==> config.mk <==
export PLATFORM = sky130hd
export DESIGN_NAME = aenv_ctrl
export DESIGN_NICKNAME = d
export VERILOG_FILES = /design/src/aenv_pkg.sv /design/src/aenv_ctrl.sv
export SDC_FILE = /design/constraint.sdc
export NUM_CORES = 1
export LEC_CHECK = 0
export BUFFER_PORTS_ARGS = -buffer_cell sky130_fd_sc_hd__buf_2
export CORE_MARGIN = 2
export CORE_UTILIZATION = 25
export DETAILED_ROUTE_END_ITERATION = 8
export GPL_ROUTABILITY_DRIVEN = 0
export HOLD_SLACK_MARGIN = 0.12
export SLEW_MARGIN = 20
export SYNTH_ARGS = -nofsm -noshare
export SYNTH_HDL_FRONTEND = slang
export SYNTH_SLANG_ARGS = --single-unit
==> constraint.sdc <==
create_clock -name i_clk -period 3.1 [get_ports i_clk]
set_clock_uncertainty 0.05 [all_clocks]
set_input_delay 0.465 -clock i_clk [delete_from_list [all_inputs] [get_ports i_clk]]
set_output_delay 0.465 -clock i_clk [all_outputs]
set_load 0.01 [all_outputs]
==> src/aenv_pkg.sv <==
`timescale 1ns / 1ps
`default_nettype none

package aenv_pkg;

    // configuration port shape
    localparam int CFG_INDEX_W = 3;
    localparam int CFG_DATA_W  = 32;
    localparam int LEVEL_W     = 16;

    // register indexes
    localparam logic [CFG_INDEX_W-1:0] REG_ATTACK_LEN  = 3'd0;
    localparam logic [CFG_INDEX_W-1:0] REG_DECAY_LEN   = 3'd1;
    localparam logic [CFG_INDEX_W-1:0] REG_SUSTAIN_LEN = 3'd2;
    localparam logic [CFG_INDEX_W-1:0] REG_RELEASE_LEN = 3'd3;
    localparam logic [CFG_INDEX_W-1:0] REG_PEAK_LEVEL  = 3'd4;
    localparam logic [CFG_INDEX_W-1:0] REG_HOLD_LEVEL  = 3'd5;

    // envelope segments
    typedef enum logic [2:0] {
        SEG_IDLE    = 3'd0,
        SEG_ATTACK  = 3'd1,
        SEG_DECAY   = 3'd2,
        SEG_SUSTAIN = 3'd3,
        SEG_RELEASE = 3'd4
    } t_seg;

    // datapath operations
    typedef enum logic [2:0] {
        OP_NONE   = 3'd0,
        OP_LOAD   = 3'd1,
        OP_DIV    = 3'd2,
        OP_RD_A   = 3'd3,
        OP_RD_B   = 3'd4,
        OP_MUL    = 3'd5,
        OP_INTERP = 3'd6,
        OP_SCALE  = 3'd7
    } t_op;

    // controller to datapath
    typedef struct packed {
        t_op  op;
        logic level;   // form the output level from the scaled product
        t_seg seg;
    } t_cmd;

    // datapath to controller
    typedef struct packed {
        logic div_last;
    } t_stat;

endpackage

`default_nettype wire

==> src/aenv_ctrl.sv <==
`timescale 1ns / 1ps
`default_nettype none

module aenv_ctrl #(
    parameter int LEN_BITS = 20
) (
    input  wire                           i_clk,
    input  wire                           i_rst_n,
    // sample tick requests
    input  wire                           i_in_valid,
    output logic                          o_in_ready,
    input  wire                           i_restart,
    // result requests
    output logic                          o_out_valid,
    input  wire                           i_out_ready,
    output logic [aenv_pkg::LEVEL_W-1:0]  o_out_level,
    output logic                          o_out_last,
    output logic                          o_out_idle,
    // segment lengths
    input  wire [LEN_BITS-1:0]            i_attack_len,
    input  wire [LEN_BITS-1:0]            i_decay_len,
    input  wire [LEN_BITS-1:0]            i_sustain_len,
    input  wire [LEN_BITS-1:0]            i_release_len,
    // datapath
    output aenv_pkg::t_cmd                o_cmd,
    output logic [LEN_BITS-1:0]           o_pos,
    output logic [LEN_BITS-1:0]           o_len,
    input  aenv_pkg::t_stat               i_stat,
    input  wire [aenv_pkg::LEVEL_W-1:0]   i_level
);

    typedef enum logic [3:0] {
        ST_IDLE,
        ST_SETTLE_A,
        ST_LOAD,
        ST_DIV,
        ST_RD_A,
        ST_RD_B,
        ST_MUL,
        ST_INTERP,
        ST_SCALE,
        ST_LEVEL,
        ST_SETTLE_B,
        ST_OUT
    } t_state;

    t_state                       r_state;
    aenv_pkg::t_seg               r_seg;
    logic [LEN_BITS-1:0]          r_pos;
    logic                         r_res_idle;
    logic                         r_res_last;
    logic                         r_out_valid;
    logic [aenv_pkg::LEVEL_W-1:0] r_out_level;
    logic                         r_out_last;
    logic                         r_out_idle;

    logic [LEN_BITS-1:0]          w_len;
    logic                         w_done;   // current segment finished or empty

    function automatic aenv_pkg::t_seg next_seg(input aenv_pkg::t_seg s);
        case (s)
            aenv_pkg::SEG_ATTACK:  return aenv_pkg::SEG_DECAY;
            aenv_pkg::SEG_DECAY:   return aenv_pkg::SEG_SUSTAIN;
            aenv_pkg::SEG_SUSTAIN: return aenv_pkg::SEG_RELEASE;
            default:               return aenv_pkg::SEG_IDLE;
        endcase
    endfunction

    // live length of the current segment
    always_comb begin
        case (r_seg)
            aenv_pkg::SEG_ATTACK:  w_len = i_attack_len;
            aenv_pkg::SEG_DECAY:   w_len = i_decay_len;
            aenv_pkg::SEG_SUSTAIN: w_len = i_sustain_len;
            aenv_pkg::SEG_RELEASE: w_len = i_release_len;
            default:               w_len = '0;
        endcase
    end

    assign w_done = (r_seg != aenv_pkg::SEG_IDLE) && (r_pos >= w_len);

    // datapath command per state
    always_comb begin
        o_cmd.seg   = r_seg;
        o_cmd.level = (r_state == ST_LEVEL);
        case (r_state)
            ST_LOAD:   o_cmd.op = aenv_pkg::OP_LOAD;
            ST_DIV:    o_cmd.op = aenv_pkg::OP_DIV;
            ST_RD_A:   o_cmd.op = aenv_pkg::OP_RD_A;
            ST_RD_B:   o_cmd.op = aenv_pkg::OP_RD_B;
            ST_MUL:    o_cmd.op = aenv_pkg::OP_MUL;
            ST_INTERP: o_cmd.op = aenv_pkg::OP_INTERP;
            ST_SCALE:  o_cmd.op = aenv_pkg::OP_SCALE;
            default:   o_cmd.op = aenv_pkg::OP_NONE;
        endcase
    end

    // sequencer, segment state and output register
    always_ff @(posedge i_clk) begin
        if (!i_rst_n) begin
            r_state     <= ST_IDLE;
            r_seg       <= aenv_pkg::SEG_IDLE;
            r_pos       <= '0;
            r_res_idle  <= 1'b0;
            r_res_last  <= 1'b0;
            r_out_valid <= 1'b0;
            r_out_level <= '0;
            r_out_last  <= 1'b0;
            r_out_idle  <= 1'b0;
        end else begin
            if (r_out_valid && i_out_ready && (r_state != ST_OUT)) begin
                r_out_valid <= 1'b0;
            end
            case (r_state)
                ST_IDLE: begin
                    if (i_in_valid) begin
                        if (i_restart) begin
                            r_seg <= aenv_pkg::SEG_ATTACK;
                            r_pos <= '0;
                        end
                        r_state <= ST_SETTLE_A;
                    end
                end
                // skip finished or empty segments, one per cycle
                ST_SETTLE_A: begin
                    if (w_done) begin
                        r_seg <= next_seg(r_seg);
                        r_pos <= '0;
                    end else if (r_seg == aenv_pkg::SEG_IDLE) begin
                        r_pos      <= '0;
                        r_res_idle <= 1'b1;
                        r_res_last <= 1'b0;
                        r_state    <= ST_OUT;
                    end else begin
                        r_res_idle <= 1'b0;
                        r_state    <= ST_LOAD;
                    end
                end
                ST_LOAD:   r_state <= ST_DIV;
                ST_DIV: begin
                    if (i_stat.div_last) begin
                        r_state <= ST_RD_A;
                    end
                end
                ST_RD_A:   r_state <= ST_RD_B;
                ST_RD_B:   r_state <= ST_MUL;
                ST_MUL:    r_state <= ST_INTERP;
                ST_INTERP: r_state <= ST_SCALE;
                ST_SCALE:  r_state <= ST_LEVEL;
                ST_LEVEL: begin
                    r_pos   <= r_pos + 1'b1;
                    r_state <= ST_SETTLE_B;
                end
                ST_SETTLE_B: begin
                    if (w_done) begin
                        r_seg <= next_seg(r_seg);
                        r_pos <= '0;
                    end else begin
                        r_res_last <= (r_seg == aenv_pkg::SEG_IDLE);
                        if (r_seg == aenv_pkg::SEG_IDLE) begin
                            r_pos <= '0;
                        end
                        r_state <= ST_OUT;
                    end
                end
                // hand the result over once the output slot is free
                ST_OUT: begin
                    if (!r_out_valid || i_out_ready) begin
                        r_out_valid <= 1'b1;
                        r_out_level <= r_res_idle ? '0 : i_level;
                        r_out_last  <= r_res_last;
                        r_out_idle  <= r_res_idle;
                        r_state     <= ST_IDLE;
                    end
                end
                default:   r_state <= ST_IDLE;
            endcase
        end
    end

    assign o_in_ready  = (r_state == ST_IDLE);
    assign o_out_valid = r_out_valid;
    assign o_out_level = r_out_level;
    assign o_out_last  = r_out_last;
    assign o_out_idle  = r_out_idle;
    assign o_pos       = r_pos;
    assign o_len       = w_len;

endmodule

`default_nettype wire

==> summary.txt <==
Critical hold path startpoint = o_out_level[15]$_SDFFE_PN0P_
Worst reg2reg setup slack = 0.19 ns
TritonCTS clock tree = built
Commonest cells after routing, fill and taps aside = 169 x buf_2, 54 x nand2_1, 45 x dfxtp_1, 31 x a21oi_1, 24 x o21ai_0
ANT nets after route = 0
Largest net degree at the start of global routing = 24
Worst slack, placed = 0.05476 ns
Switch Pwr = 1.140 mW
Top FF cell, synth = dfxtp_1
DIE HEIGHT = 123.5 um
Clock tree buffer depth = 2
WHS Path Cells = 2
Crit Path Max Fanout = 11
Clock latency on the worst-skew pair = 0.29 ns
Layout area overhead = 39.68%
Seq pwr share = 28.4%
Final core utilization = 35.78%
Cell Chain, Critical Path = inv_1 -> nor3_4 -> buf_6 -> a22oi_1 -> nand2_1 -> ha_1 -> nand2b_4 -> a2111oi_4 -> o31ai_2 -> a211oi_2 -> buf_6 -> nor4_1 -> o31a_1
Final count of negative-setup-slack endpoints = 0
CTS root buf = clkbuf_16
Startpoint Class = register
Initial core utilization = 25.62%
Most common cell after layout, fill and taps aside = buf_2
Initial DRC Count = 219
Drt total wl = 12040 um
First-pass GRT wire length = 18460 um
Rows = 43
Fin nets = 740
Worst-path clk slew = 0.07 ns
Async set or reset register ratio after synthesis = 0%
Number of buffers added on ports = 168
Ports = 169
Cell count after synthesis = 445
Combinational Power Share = 51.9%
CP dominant cell by count = buf_6
Power, Total = 2.733 mW
VDD IR max = 218.9 uV
CP max stage delay = 0.38 ns
Worst r2r path cells = 13
PD cells = 548.1 nW/um2
Final Hold Vio Count = 0
H-tree Lvls = 2
WL/cell = 15.06 um
Die Wd = 123.5 um
Final period utilization = 94.00%
WHS Endpoint = o_out_level[15]$_SDFFE_PN0P_
GRT overflow = 0
Die area = 15250 um2
Hold Crit Class = reg -> reg
Sw Share = 41.71%
Number of synthesized flops with an enable pin = 0
Slew Limit Fails = 0
Reg area = 964.7 um2
Flip-flop and latch count after synthesis = 48
Cell area after synthesis = 3570 um2
Arr. time, crit path = 3.05 ns
PnR worst setup slack = 0.1860 ns
Core Area = 13930 um2
YS warnings = 0
Share of post-route cells with drive strength above 1 = 40.29%
Clock sinks = 48
Min Tclk post-route = 2.914 ns
Filler cells = 1458
Syn nets = 568
Initial antenna violation count = 1
Worst slew pin tran = 0.6190 ns
Total CTS buffers = 5
Seq/Total Area, Yosys = 26.92%
Max-cap violation count = 0
R2r startpoint = r_seg[0]$_SDFFE_PN0P_
Required @ worst endpoint = 3.23 ns
GR Util All Layers = 15.25%
FMAX = 0.3432 GHz
Slew headroom = 58.68%
R2R Path End = r_seg[0]$_SDFFE_PN0P_
Via count of the first global-routing pass = 3800
Netlist cell types = 70
Avg Cell Area, Syn = 8.022 um2
Routed vias/inst = 5.055
Internal = 1.593 mW
DP HPWL = 9143 um
DRC violations left = 0
Clock Power Share = 19.7%
Routed vias = 4039
Slowest-stage cell, CP = dfxtp_2
Outcome = finished clean
Final setup TNS = 0 ns
Multi-input gate area = 2445 um2
DR pass1 iterations = 6
WS Path Type = reg -> reg
Leakage = 2.270 nW
CP endpoint kind = register
RSZ-0062 raised after global routing = false
-- metal layers --
| layer | vias up | track usage [%] | routed length [um] |
|---|---|---|---|
| li1 | 2023 | - | - |
| met2 | 174 | 25.34 | 5551 |
| met3 | 15 | 2.122 | 704 |
| met5 | - | 0 | 0 |
| met1 | 1827 | 19.86 | 5502 |
| met4 | 0 | 6.037 | 278 |
-- synth_stat cells, types with 6 or more instances --
library cell,count,area (um2)
nand2_1,54,202.7
dfxtp_1,48,960.9
a21oi_1,31,155.2
o21ai_0,24,120.1
inv_1,22,82.58
ha_1,21,262.8
nand3b_1,20,150.1
a221oi_1,19,166.4
a22o_1,19,166.4
clkbuf_1,17,63.81
nor2_1,16,60.06
nor3_1,13,65.06
nand3_1,12,60.06
buf_2,11,55.05
a41oi_2,8,130.1
a21boi_0,6,45.04
-- power groups by stage --
stage / Combinational (mW) / Clock (mW) / Sequential [mW]
detailed placement: 1.34 / 0 / 0.787
CTS: 1.35 / 0.564 / 0.773
finish: 1.42 / 0.539 / 0.775
floorplan: 0.926 / 0 / 0.732
global route: 1.58 / 0.583 / 0.791
global placement: 1.34 / 0 / 0.789
-- registers in the layout, indices dropped and copies added, names as in the netlist --
| register | cells |
|---|---|
| o_pos | 20 |
| o_out_level | 16 |
| r_res_idle | 1 |
| r_res_last | 1 |
| o_out_idle | 1 |
| o_out_last | 1 |
| o_out_valid | 1 |
| r_state | 4 |
| r_seg | 3 |
-- how the worst max path moves through the flow --
stage                           from                     to  slack [ns]  depth (start not counted)
2_1_floorplan  r_seg[2]$_SDFFE_PN0P_  r_seg[0]$_SDFFE_PN0P_        0.04                         13
3_3_place_gp   r_seg[2]$_SDFFE_PN0P_  r_seg[0]$_SDFFE_PN0P_        0.06                         12
3_5_place_dp   r_seg[2]$_SDFFE_PN0P_  r_seg[0]$_SDFFE_PN0P_        0.05                         12
4_1_cts        r_seg[2]$_SDFFE_PN0P_  r_seg[0]$_SDFFE_PN0P_        0.02                         12
5_1_grt        r_seg[0]$_SDFFE_PN0P_  r_seg[0]$_SDFFE_PN0P_       0.004                         12
6_report       r_seg[0]$_SDFFE_PN0P_  r_seg[0]$_SDFFE_PN0P_        0.19                         13
-- cell families after synthesis --
family / share of synthesized area [%]
compound gates: 33.37
xor+xnor: 0.4908
fa+ha+maj: 7.361
buf+inv: 6.905
flops: 26.92
mux: 0.2804
simple gates: 24.68
-- repair_timing --
action	4_1_cts	5_1_grt
resized for setup	0	15
hold buffers	0	0
setup buffers	0	4
setup endpoints to repair	0	17
-- layout make-up --
cell class	instances	area share (%)
multi-input combinational	340	49.03
timing repair buffer	197	22.33
sequential	48	19.35
tap	180	4.517
clock buffer	7	2.660
inverter	25	1.882
clock inverter	1	0.1757
antenna	1	0.05019
-- critical path: cells and delay by family, from the launching register on --
| kind | cells | cell delay [ns] |
|---|---|---|
| fa+ha+maj | 1 | 0.23 |
| compound gates | 5 | 1.08 |
| buf+inv | 3 | 0.50 |
| simple gates | 4 | 0.54 |
| flops | 1 | 0.38 |
-- through the flow --
step / instances / area, um2 / hold slack, ns
after floorplan: 445 / 3572 / 0.3809
after global placement: 785 / 4733 / 0.3865
after detailed placement: 785 / 4733 / 0.3892
after CTS: 793 / 4875 / 0.3900
after global routing: 799 / 4986 / 0.4099
final: 799 / 4986 / 0.3965
(Power assumes the default switching activity.)
