[src/aenv_pkg.sv]
`timescale 1ns / 1ps
`default_nettype none

package aenv_pkg;

    // configuration port shape
    localparam int CFG_INDEX_W = 3;
    localparam int CFG_DATA_W  = 32;
    localparam int LEVEL_W     = 16;

    // register indexes
    localparam logic [CFG_INDEX_W-1:0] REG_ATTACK_LEN  = 3'd0;
    localparam logic [CFG_INDEX_W-1:0] REG_DECAY_LEN   = 3'd1;
    localparam logic [CFG_INDEX_W-1:0] REG_SUSTAIN_LEN = 3'd2;
    localparam logic [CFG_INDEX_W-1:0] REG_RELEASE_LEN = 3'd3;
    localparam logic [CFG_INDEX_W-1:0] REG_PEAK_LEVEL  = 3'd4;
    localparam logic [CFG_INDEX_W-1:0] REG_HOLD_LEVEL  = 3'd5;

    // envelope segments
    typedef enum logic [2:0] {
        SEG_IDLE    = 3'd0,
        SEG_ATTACK  = 3'd1,
        SEG_DECAY   = 3'd2,
        SEG_SUSTAIN = 3'd3,
        SEG_RELEASE = 3'd4
    } t_seg;

    // datapath operations
    typedef enum logic [2:0] {
        OP_NONE   = 3'd0,
        OP_LOAD   = 3'd1,
        OP_DIV    = 3'd2,
        OP_RD_A   = 3'd3,
        OP_RD_B   = 3'd4,
        OP_MUL    = 3'd5,
        OP_INTERP = 3'd6,
        OP_SCALE  = 3'd7
    } t_op;

    // controller to datapath
    typedef struct packed {
        t_op  op;
        logic level;   // form the output level from the scaled product
        t_seg seg;
    } t_cmd;

    // datapath to controller
    typedef struct packed {
        logic div_last;
    } t_stat;

endpackage

`default_nettype wire

[src/aenv_regs.sv]
`timescale 1ns / 1ps
`default_nettype none

module aenv_regs #(
    parameter int LEN_BITS = 20
) (
    input  wire                               i_clk,
    input  wire                               i_rst_n,
    input  wire                               i_we,
    input  wire [aenv_pkg::CFG_INDEX_W-1:0]   i_index,
    input  wire [aenv_pkg::CFG_DATA_W-1:0]    i_data,
    output logic [LEN_BITS-1:0]               o_attack_len,
    output logic [LEN_BITS-1:0]               o_decay_len,
    output logic [LEN_BITS-1:0]               o_sustain_len,
    output logic [LEN_BITS-1:0]               o_release_len,
    output logic [aenv_pkg::LEVEL_W-1:0]      o_peak_level,
    output logic [aenv_pkg::LEVEL_W-1:0]      o_hold_level
);

    logic [LEN_BITS-1:0]          r_attack_len;
    logic [LEN_BITS-1:0]          r_decay_len;
    logic [LEN_BITS-1:0]          r_sustain_len;
    logic [LEN_BITS-1:0]          r_release_len;
    logic [aenv_pkg::LEVEL_W-1:0] r_peak_level;
    logic [aenv_pkg::LEVEL_W-1:0] r_hold_level;

    // register file, unknown indexes are dropped
    always_ff @(posedge i_clk) begin
        if (!i_rst_n) begin
            r_attack_len  <= '0;
            r_decay_len   <= '0;
            r_sustain_len <= '0;
            r_release_len <= '0;
            r_peak_level  <= 16'hFFFF;
            r_hold_level  <= 16'h8000;
        end else if (i_we) begin
            case (i_index)
                aenv_pkg::REG_ATTACK_LEN:  r_attack_len  <= i_data[LEN_BITS-1:0];
                aenv_pkg::REG_DECAY_LEN:   r_decay_len   <= i_data[LEN_BITS-1:0];
                aenv_pkg::REG_SUSTAIN_LEN: r_sustain_len <= i_data[LEN_BITS-1:0];
                aenv_pkg::REG_RELEASE_LEN: r_release_len <= i_data[LEN_BITS-1:0];
                aenv_pkg::REG_PEAK_LEVEL:  r_peak_level  <= i_data[aenv_pkg::LEVEL_W-1:0];
                aenv_pkg::REG_HOLD_LEVEL:  r_hold_level  <= i_data[aenv_pkg::LEVEL_W-1:0];
                default: ;
            endcase
        end
    end

    assign o_attack_len  = r_attack_len;
    assign o_decay_len   = r_decay_len;
    assign o_sustain_len = r_sustain_len;
    assign o_release_len = r_release_len;
    assign o_peak_level  = r_peak_level;
    assign o_hold_level  = r_hold_level;

endmodule

`default_nettype wire

[config.mk]
export PLATFORM = sky130hd
export DESIGN_NAME = aenv_regs
export DESIGN_NICKNAME = d
export VERILOG_FILES = /design/src/aenv_pkg.sv /design/src/aenv_regs.sv
export SDC_FILE = /design/constraint.sdc
export NUM_CORES = 1
export LEC_CHECK = 0
export BUFFER_PORTS_ARGS = -buffer_cell sky130_fd_sc_hd__clkbuf_2
export CAP_MARGIN = 20
export CORE_MARGIN = 2
export CORE_UTILIZATION = 49
export DETAILED_ROUTE_END_ITERATION = 10
export PLACE_DENSITY = 0.86
export RECOVER_POWER = 25
export SYNTH_ARGS = -nofsm -noshare
export SYNTH_HDL_FRONTEND = slang
export SYNTH_SLANG_ARGS = --single-unit
[constraint.sdc]
create_clock -name i_clk -period 1.5 [get_ports i_clk]
set_input_delay 0.225 -clock i_clk [delete_from_list [all_inputs] [get_ports i_clk]]
set_output_delay 0.225 -clock i_clk [all_outputs]
set_load 0.03 [all_outputs]
==> run_results.csv, run 1 <==
group,metric,value,unit
worst_setup_path,path_buf_inv,2,
clock_network,clock_sinks,112,
clock_network,htreeDepth,3,
min_path,worstHoldPathType,"input port to register",
logic_synthesis,syn_nets,444,
placed_design,port_buffers,137,
drt,avgRoutedWirePerCell,14.7,um
timing,worstMarginPinSlew,0.655,ns
worst_setup_path,crit_family,"buffers and inverters",
pwr,seqPwrFrac,0.572,
clock_network,cts_made_buffers,9,
drt,vias_per_cell,4.93,
floorplan,dieArea,9370,um^2
run,cap_violations,0,
finish,layout-drive-gt1-share,0.305,
timing,fmax,795,MHz
timing,timing.final.ws_setup,0.242,ns
grt,grt_max_degree,36,
logic_synthesis,ys_seq_area_frac,0.531,
worst_setup_path,arrival,1.54,ns
floorplan,core-area,8300,um^2
floorplan,row_count,33,
finish,final_area,5280,um^2
clock_network,cts_setup_buffers,0,
clock_network,clk_latency,0.35,ns
worst_setup_path,critPathRequiredTime,1.79,ns
timing,tns,0,ns
worst_setup_path,crit_type,"input port to register",
pwr,cellInternalPower,3.99,mW
floorplan,fp.dieH,96.8,um
worst_setup_path,worstSetupEndpointType,"register",
logic_synthesis,ys_types,14,
placed_design,dp_hpwl,7200,um
timing,slew_headroom,0.563,
worst_setup_path,path_common_cell,"clkbuf_1",
logic_synthesis,synth-seq-cells,112,
placed_design,gp_congestion,0.775,
pwr,p_switching,1.38,mW
pwr,powerDensity,1020,nW/um^2
pwr,swShare,0.258,
logic_synthesis,yosys_warnings,0,
finish,antennaDiodeCount,0,
pwr,p_comb_frac,0.101,
clock_network,cts.clk_slew.worst_paths,0.10,ns
worst_setup_path,cp-start-kind,"input port",
grt,antenna_found_initial,0,
drt,drtIter0Drc,63,
logic_synthesis,avgSynthCellArea,10.4,um^2
floorplan,die_w,96.8,um
drt,drcViolationCount,0,
drt,wl,9570,um
grt,grtUsageTotal,0.205,
drt,route.vias.total,3213,
worst_setup_path,crit_chain,"clkbuf_1 -> nor4b_4 -> clkbuf_1 -> mux2i_1",
placed_design,preCtsSetupSlack,0.211,ns
worst_setup_path,critPathMaxStageDelay,0.52,ns
timing,period_share,0.839,
clock_network,cts-root-buf,"clkbuf_8",
pwr,clock_power_share,0.327,
grt,grt_first_pass_wirelength,15800,um
pwr,irDropWorstVdd,551,uV
clock_network,ctsResizeCount,0,
timing,hold_violations,0,
finish,nets,580,
grt,overflow,0,
floorplan,pin_count,150,
placed_design,dpl-instance-area,5100,um^2
drt,drtAntennaViolNets,0,
grt,grt_pass1_vias,3152,
logic_synthesis,synth_area,4220,um^2
timing,fin_worst_skew,0,ns
timing,rsz0062_at_grt,"false",
drt,drtPass1Iterations,4,
logic_synthesis,synth_cells,406,
floorplan,start_util,0.508,
timing,finalSetupViolations,0,
clock_network,clock_path_buffers,2,
finish,syn_to_final_growth,25.1,%
timing,maxSlewViolCount,0,
worst_setup_path,cp_max_fo,8,
pwr,p_leak,2.55,nW
timing,finalCriticalPeriod,1.26,ns
finish,fill_cells,701,
timing,holdWs,0.134,ns
status,outcome,"finished, final reports clean",
worst_setup_path,cpMaxStageDelayCell,"clkbuf_1",
clock_network,cts_hold_buffers,0,
clock_network,tritoncts,"yes",
-- sequential cells by signal, indices dropped and copies added, names as in the netlist --
name	count
o_decay_len	20
o_peak_level	16
o_attack_len	20
o_sustain_len	20
o_hold_level	16
o_release_len	20
-- Yosys cell counts (all sizes together) --
master     n  area share
buf       18       0.027
nor4b      1      0.0036
nor2b     33       0.049
nand4bb    1      0.0027
mux2i    112        0.27
nand4b     2      0.0042
clkbuf    10      0.0089
nor4bb     1      0.0024
nand2    115        0.10
and4bb     1      0.0030
dfxtp    112        0.53
-- layer usage --
metal	share of wire	routed length [um]	track usage
met4	0.011	106	0.0553
met5	0	0	0
met1	0.43	4130	0.251
met3	0.076	725	0.0694
met2	0.48	4610	0.345
-- cells by family (layout without fill, tap and decap cells) --
| group | after synthesis | in the layout | synth area share |
|---|---|---|---|
| and+or+nand+nor | 154 | 154 | 0.167 |
| muxes | 112 | 112 | 0.266 |
| DFF | 112 | 112 | 0.531 |
| buffers and inverters | 28 | 169 | 0.0359 |
-- power groups by stage --
stage | Clock, mW | Combinational [mW] | Sequential [mW]
after global routing | 1.91 | 0.581 | 3.08
after CTS | 1.79 | 0.550 | 3.07
after global placement | 0 | 0.536 | 3.14
after detailed placement | 0 | 0.549 | 3.14
after floorplan | 0 | 0.222 | 3.27
final | 1.75 | 0.541 | 3.07
-- final cells by class --
class,count,area (um^2),area share
Multi-Input combinational cell,266,1850,0.351
Clock inverter,4,33.8,0.00640
Tap cell,105,131,0.0249
Sequential cell,112,2240,0.425
Clock buffer,12,165,0.0313
Timing Repair Buffer,153,850,0.161
-- placed cells by master (no fill, tap or decap), types with 2 or more instances in the layout --
cell and n:
inv_6 2, dfxtp_1 112, nand2_1 115, nor2b_1 33
clkbuf_8 12, clkbuf_1 5, nand4b_1 2, buf_4 6
mux2i_1 112, buf_12 5, clkbuf_2 137
-- worst reg2reg max path: cells and delay by family (launching register included) --
family / cells / cell delay, ns
muxes: 1 / 0.16
DFF: 1 / 0.35
and+or+nand+nor: 1 / 0.06
-- path summary, 6_finish.rpt --
check                                       from          endpoint  slack [ns]  depth (start not counted)
worst max-delay path                  i_index[1]  o_attack_len[16]        0.24                          4
worst min-delay path                   i_data[4]   o_peak_level[4]        0.13                          3
worst min register to register  o_attack_len[12]  o_attack_len[12]        0.46                          2
worst max register to register   o_hold_level[2]   o_hold_level[2]        0.85                          2
-- per-stage QoR --
step | power, mW | util | cells
after floorplan | 3.49 | - | 406
final | 5.37 | 0.636 | 652
after detailed placement | 3.69 | 0.614 | 636
after global routing | 5.58 | 0.636 | 652
after global placement | 3.67 | 0.614 | 636
after CTS | 5.41 | 0.638 | 652
No activity file was read; power rests on OpenSTA's default activity.
==> run 2: changes to the inputs <==
==> constraint.sdc (replaced) <==
create_clock -name i_clk -period 1.2 [get_ports i_clk]
set_input_delay 0.18 -clock i_clk [delete_from_list [all_inputs] [get_ports i_clk]]
set_output_delay 0.18 -clock i_clk [all_outputs]
set_load 0.03 [all_outputs]
==> run_results.csv, run 2 (synthesis gave the netlist of run 1 again) <==
group,metric,value,unit
drt,avgRoutedWirePerCell,15.1,um
finish,mostFrequentLayoutCells,"clkbuf_2 (136), nand2_1 (115), mux2i_1 (112), dfxtp_1 (112), nor2b_1 (33)",
floorplan,core-area,8300,um^2
timing,period_share,0.932,
finish,antennaDiodeCount,0,
worst_setup_path,crit_type,"register to output pin",
pwr,power,6.96,mW
grt,antenna_found_initial,0,
min_path,min-delay-start,"i_data[8]",
placed_design,dp_hpwl,7480,um
drt,drcViolationCount,0,
pwr,p_leak,2.56,nW
drt,drtIter0Drc,52,
worst_setup_path,r2r_setup_slack,0.54,ns
timing,finalSetupViolations,0,
finish,layout-drive-gt1-share,0.304,
pwr,powerDensity,1310,nW/um^2
finish,nets,579,
grt,overflow,0,
clock_network,cts.clk_slew.worst_paths,0.10,ns
clock_network,clock_path_buffers,2,
grt,grt_first_pass_wirelength,16200,um
pwr,irDropWorstVdd,716,uV
grt,grtUsageTotal,0.211,
timing,rsz0062_at_grt,"false",
grt,use_met3,0.0737,
run,cap_violations,0,
clock_network,cts_made_buffers,9,
floorplan,fp.dieH,96.8,um
worst_setup_path,cp_max_fo,2,
finish,final_area,5310,um^2
timing,fmax,894,MHz
placed_design,port_buffers,137,
worst_setup_path,crit_chain,"clkbuf_2",
timing,slew_headroom,0.568,
worst_setup_path,worstSetupEndpointType,"output pin",
timing,hold_violations,0,
worst_setup_path,critPathRequiredTime,1.02,ns
clock_network,clk_latency,0.35,ns
drt,route.vias.total,3265,
floorplan,start_util,0.508,
floorplan,pin_count,150,
finish,final_common_cell,"clkbuf_2",
timing,fin_worst_skew,0,ns
worst_setup_path,arrival,0.94,ns
grt,met2_usage,0.363,
clock_network,tritoncts,"yes",
finish,syn_to_final_growth,25.9,%
timing,maxSlewViolCount,0,
drt,drtPass1Iterations,4,
grt,grt_pass1_vias,3298,
drt,vias_per_cell,5.02,
status,outcome,"finished, final reports clean",
worst_setup_path,path_buf_inv,1,
clock_network,htreeDepth,3,
clock_network,cts_setup_buffers,0,
floorplan,die_w,96.8,um
finish,final_util,0.640,
min_path,worstHoldPathType,"input port to register",
clock_network,cts_hold_buffers,0,
min_path,hold_path_depth,3,
worst_setup_path,ff2ff_path_depth,2,
floorplan,row_count,33,
clock_network,ctsResizeCount,0,
clock_network,clock_sinks,112,
timing,holdWs,0.0957,ns
min_path,min_to,"o_peak_level[8]",
worst_setup_path,crit_family,"flip-flops",
drt,wl,9850,um
timing,worstMarginPinSlew,0.648,ns
placed_design,dpl-instance-area,5130,um^2
drt,drtAntennaViolNets,0,
clock_network,cts-root-buf,"clkbuf_8",
floorplan,dieArea,9370,um^2
worst_setup_path,r2r_start,"o_hold_level[2]",
timing,finalCriticalPeriod,1.12,ns
grt,gr-usage-met1,0.248,
grt,grt_max_degree,49,
worst_setup_path,reg2reg_to,"o_hold_level[2]",
placed_design,gp_congestion,0.797,
grt,grt-busiest-layer,"met2",
worst_setup_path,cpMaxStageDelayCell,"dfxtp_1",
worst_setup_path,critPathMaxStageDelay,0.36,ns
worst_setup_path,cp-start-kind,"register",
## run 2: cell count changes in the layout (fill, tap and decap cells not counted), sizes merged
cell,before,now
clkbuf,154,153
clkinv,1,0
inv,2,1
bufinv,0,2
## run 2: how the worst max path moves through the flow
stage                      start                 to  slack, ns  cells past startpoint
3_5_place_dp          i_index[1]    o_attack_len[2]      -0.08                      4
4_1_cts        o_sustain_len[17]  o_sustain_len[17]       0.05                      1
6_report       o_sustain_len[17]  o_sustain_len[17]       0.08                      1
5_1_grt        o_sustain_len[17]  o_sustain_len[17]       0.02                      1
3_3_place_gp          i_index[1]    o_attack_len[3]      -0.02                      4
2_1_floorplan         i_index[1]   o_peak_level[10]       0.19                      4
## run 2: cell type report
type                    instances  area (um^2)
flip-flops and latches        112         2240
multi-input cells             266         1850
well taps                     105          131
clock buffers                  12          145
clock inverters                 4         76.3
repair buffers                152          865
fillers                       703         2990
## run 2: per-stage QoR
| step | setup TNS, ns | setup WS, ns | cells |
|---|---|---|---|
| 6_report | 0 | 0.0815 | 651 |
| 5_1_grt | 0 | 0.0220 | 651 |
| 4_1_cts | 0 | 0.0495 | 651 |
| 3_5_place_dp | -0.871 | -0.0753 | 635 |
| 3_3_place_gp | -0.0923 | -0.0230 | 635 |
| 2_1_floorplan | 0 | 0.192 | 406 |
## run 2: per-layer routing
layer / wire length, um / share of wire
met4: 116 / 0.012
met3: 780 / 0.079
met1: 4030 / 0.41
met2: 4920 / 0.50
met5: 0 / 0
## run 2: report_power, final
group          internal (mW)  switching [mW]
sequential              3.80          0.0452
clock                   1.24            1.20
combinational          0.237           0.441
==> run 3: changes to the inputs <==
==> constraint.sdc (replaced) <==
create_clock -name i_clk -period 1.4 [get_ports i_clk]
set_input_delay 0.21 -clock i_clk [delete_from_list [all_inputs] [get_ports i_clk]]
set_output_delay 0.21 -clock i_clk [all_outputs]
set_load 0.03 [all_outputs]
==> run_results.csv, run 3 (synthesis gave the netlist of run 1 again) <==
group,metric,value,unit
timing,hold_violations,0,
timing,finalSetupViolations,0,
worst_setup_path,critPathRequiredTime,1.69,ns
worst_setup_path,reg2reg_to,"o_peak_level[15]",
min_path,min-delay-start,"i_data[2]",
timing,worstMarginPinSlew,0.667,ns
timing,fin_worst_skew,0,ns
run,cap_violations,0,
pwr,seqPwrFrac,0.565,
timing,tns,0,ns
finish,fill_cells,697,
floorplan,fp.dieH,96.8,um
worst_setup_path,cp_max_fo,8,
clock_network,clk_latency,0.35,ns
clock_network,cts_setup_buffers,0,
grt,antenna_found_initial,0,
worst_setup_path,cpMaxStageDelayCell,"clkbuf_1",
clock_network,clock_path_buffers,2,
finish,seqCellArea,2240,um^2
pwr,clock_power_share,0.337,
floorplan,pin_count,150,
finish,layout-drive-gt1-share,0.300,
finish,final_util,0.632,
grt,grt_pass1_vias,3247,
worst_setup_path,critPathMaxStageDelay,0.52,ns
timing,finalCriticalPeriod,1.21,ns
grt,grtUsageTotal,0.203,
grt,overflow,0,
finish,syn_to_final_growth,24.3,%
clock_network,clock_sinks,112,
clock_network,htreeDepth,3,
worst_setup_path,crit_chain,"clkbuf_1 -> nand4bb_2 -> clkbuf_1 -> mux2i_1",
grt,grt_max_degree,55,
worst_setup_path,crit_end,"o_sustain_len[4]",
timing,maxSlewViolCount,0,
status,outcome,"finished, final reports clean",
timing,period_share,0.868,
pwr,p_switching,1.40,mW
worst_setup_path,path_depth,4,
worst_setup_path,crit_type,"input port to register",
pwr,cellInternalPower,4.43,mW
clock_network,cts-root-buf,"clkbuf_8",
worst_setup_path,r2r_setup_slack,0.74,ns
worst_setup_path,ff2ff_path_depth,2,
finish,multi_input_area,1850,um^2
min_path,worstHoldPathType,"input port to register",
worst_setup_path,arrival,1.50,ns
placed_design,port_buffers,137,
worst_setup_path,setup.worst_path.start,"i_index[0]",
clock_network,cts_made_buffers,9,
drt,route.vias.total,3228,
drt,drcViolationCount,0,
drt,wl,9560,um
placed_design,gp_congestion,0.788,
worst_setup_path,worstSetupEndpointType,"register",
finish,antennaDiodeCount,0,
pwr,p_leak,2.53,nW
pwr,p_comb_frac,0.098,
worst_setup_path,cp-start-kind,"input port",
worst_setup_path,crit_family,"buffers and inverters",
floorplan,die_w,96.8,um
clock_network,tritoncts,"yes",
timing,slew_headroom,0.555,
drt,drtIter0Drc,40,
drt,drtAntennaViolNets,0,
worst_setup_path,path_buf_inv,2,
finish,final_common_cell,"clkbuf_2",
pwr,irDropWorstVdd,620,uV
floorplan,start_util,0.508,
pwr,powerDensity,1110,nW/um^2
clock_network,cts_hold_buffers,0,
floorplan,row_count,33,
clock_network,cts.clk_slew.worst_paths,0.10,ns
timing,rsz0062_at_grt,"false",
floorplan,dieArea,9370,um^2
finish,mostFrequentLayoutCells,"clkbuf_2 (139), nand2_1 (115), mux2i_1 (112), dfxtp_1 (112), nor2b_1 (33)",
floorplan,core-area,8300,um^2
worst_setup_path,path_common_cell,"clkbuf_1",
drt,vias_per_cell,5.00,
finish,nets,576,
grt,grt_first_pass_wirelength,15500,um
pwr,swShare,0.240,
placed_design,dp_hpwl,7160,um
worst_setup_path,r2r_start,"o_peak_level[15]",
timing,fmax,823,MHz
drt,avgRoutedWirePerCell,14.8,um
drt,drtPass1Iterations,4,
clock_network,ctsResizeCount,0,
run 3: area by class of cell:
class	count	share of cell area
clock buffers	9	0.0236
clock inverters	4	0.0138
multi-input cells	266	0.353
flip-flops and latches	112	0.427
well taps	105	0.0250
repair buffers	149	0.157
run 3: power by group through the flow:
stage | combinational [mW] | clock (mW) | sequential [mW]
floorplan | 0.237 | 0 | 3.50
global placement | 0.567 | 0 | 3.36
detailed placement | 0.580 | 0 | 3.37
CTS | 0.580 | 2.01 | 3.29
global route | 0.611 | 2.15 | 3.30
finish | 0.569 | 1.97 | 3.29
run 3: worst min-delay path, cell delays in order:
cell	delay, ns
clkbuf_2	0.09
nor2b_1	0.04
mux2i_1	0.11
run 3: metal layers:
layer,routed length [um],part of all wire,track usage
met5,0,0,0
met4,98,0.010,0.0607
met3,692,0.072,0.0607
met2,4690,0.49,0.346
met1,4070,0.43,0.249
run 3: worst min path at each step:
stage          depth (start not counted)  slack, ns               end
6_report                               3       0.13   o_peak_level[2]
5_1_grt                                3       0.13   o_peak_level[2]
3_5_place_dp                           2       0.45   o_attack_len[7]
2_1_floorplan                          2       0.38  o_peak_level[10]
3_3_place_gp                           2       0.44   o_decay_len[12]
4_1_cts                                3       0.11   o_peak_level[2]
run 3: per-stage QoR:
stage               total power [mW]  area [um^2]  instances  hold slack, ns  worst slack [ns]
finish                          5.83         5250        645           0.127             0.185
global route                    6.06         5250        645           0.133             0.117
CTS                             5.88         5280        645           0.114             0.232
detailed placement              3.95         5080        632           0.448             0.112
global placement                3.93         5080        632           0.441             0.197
floorplan                       3.74         4220        406           0.376             0.362
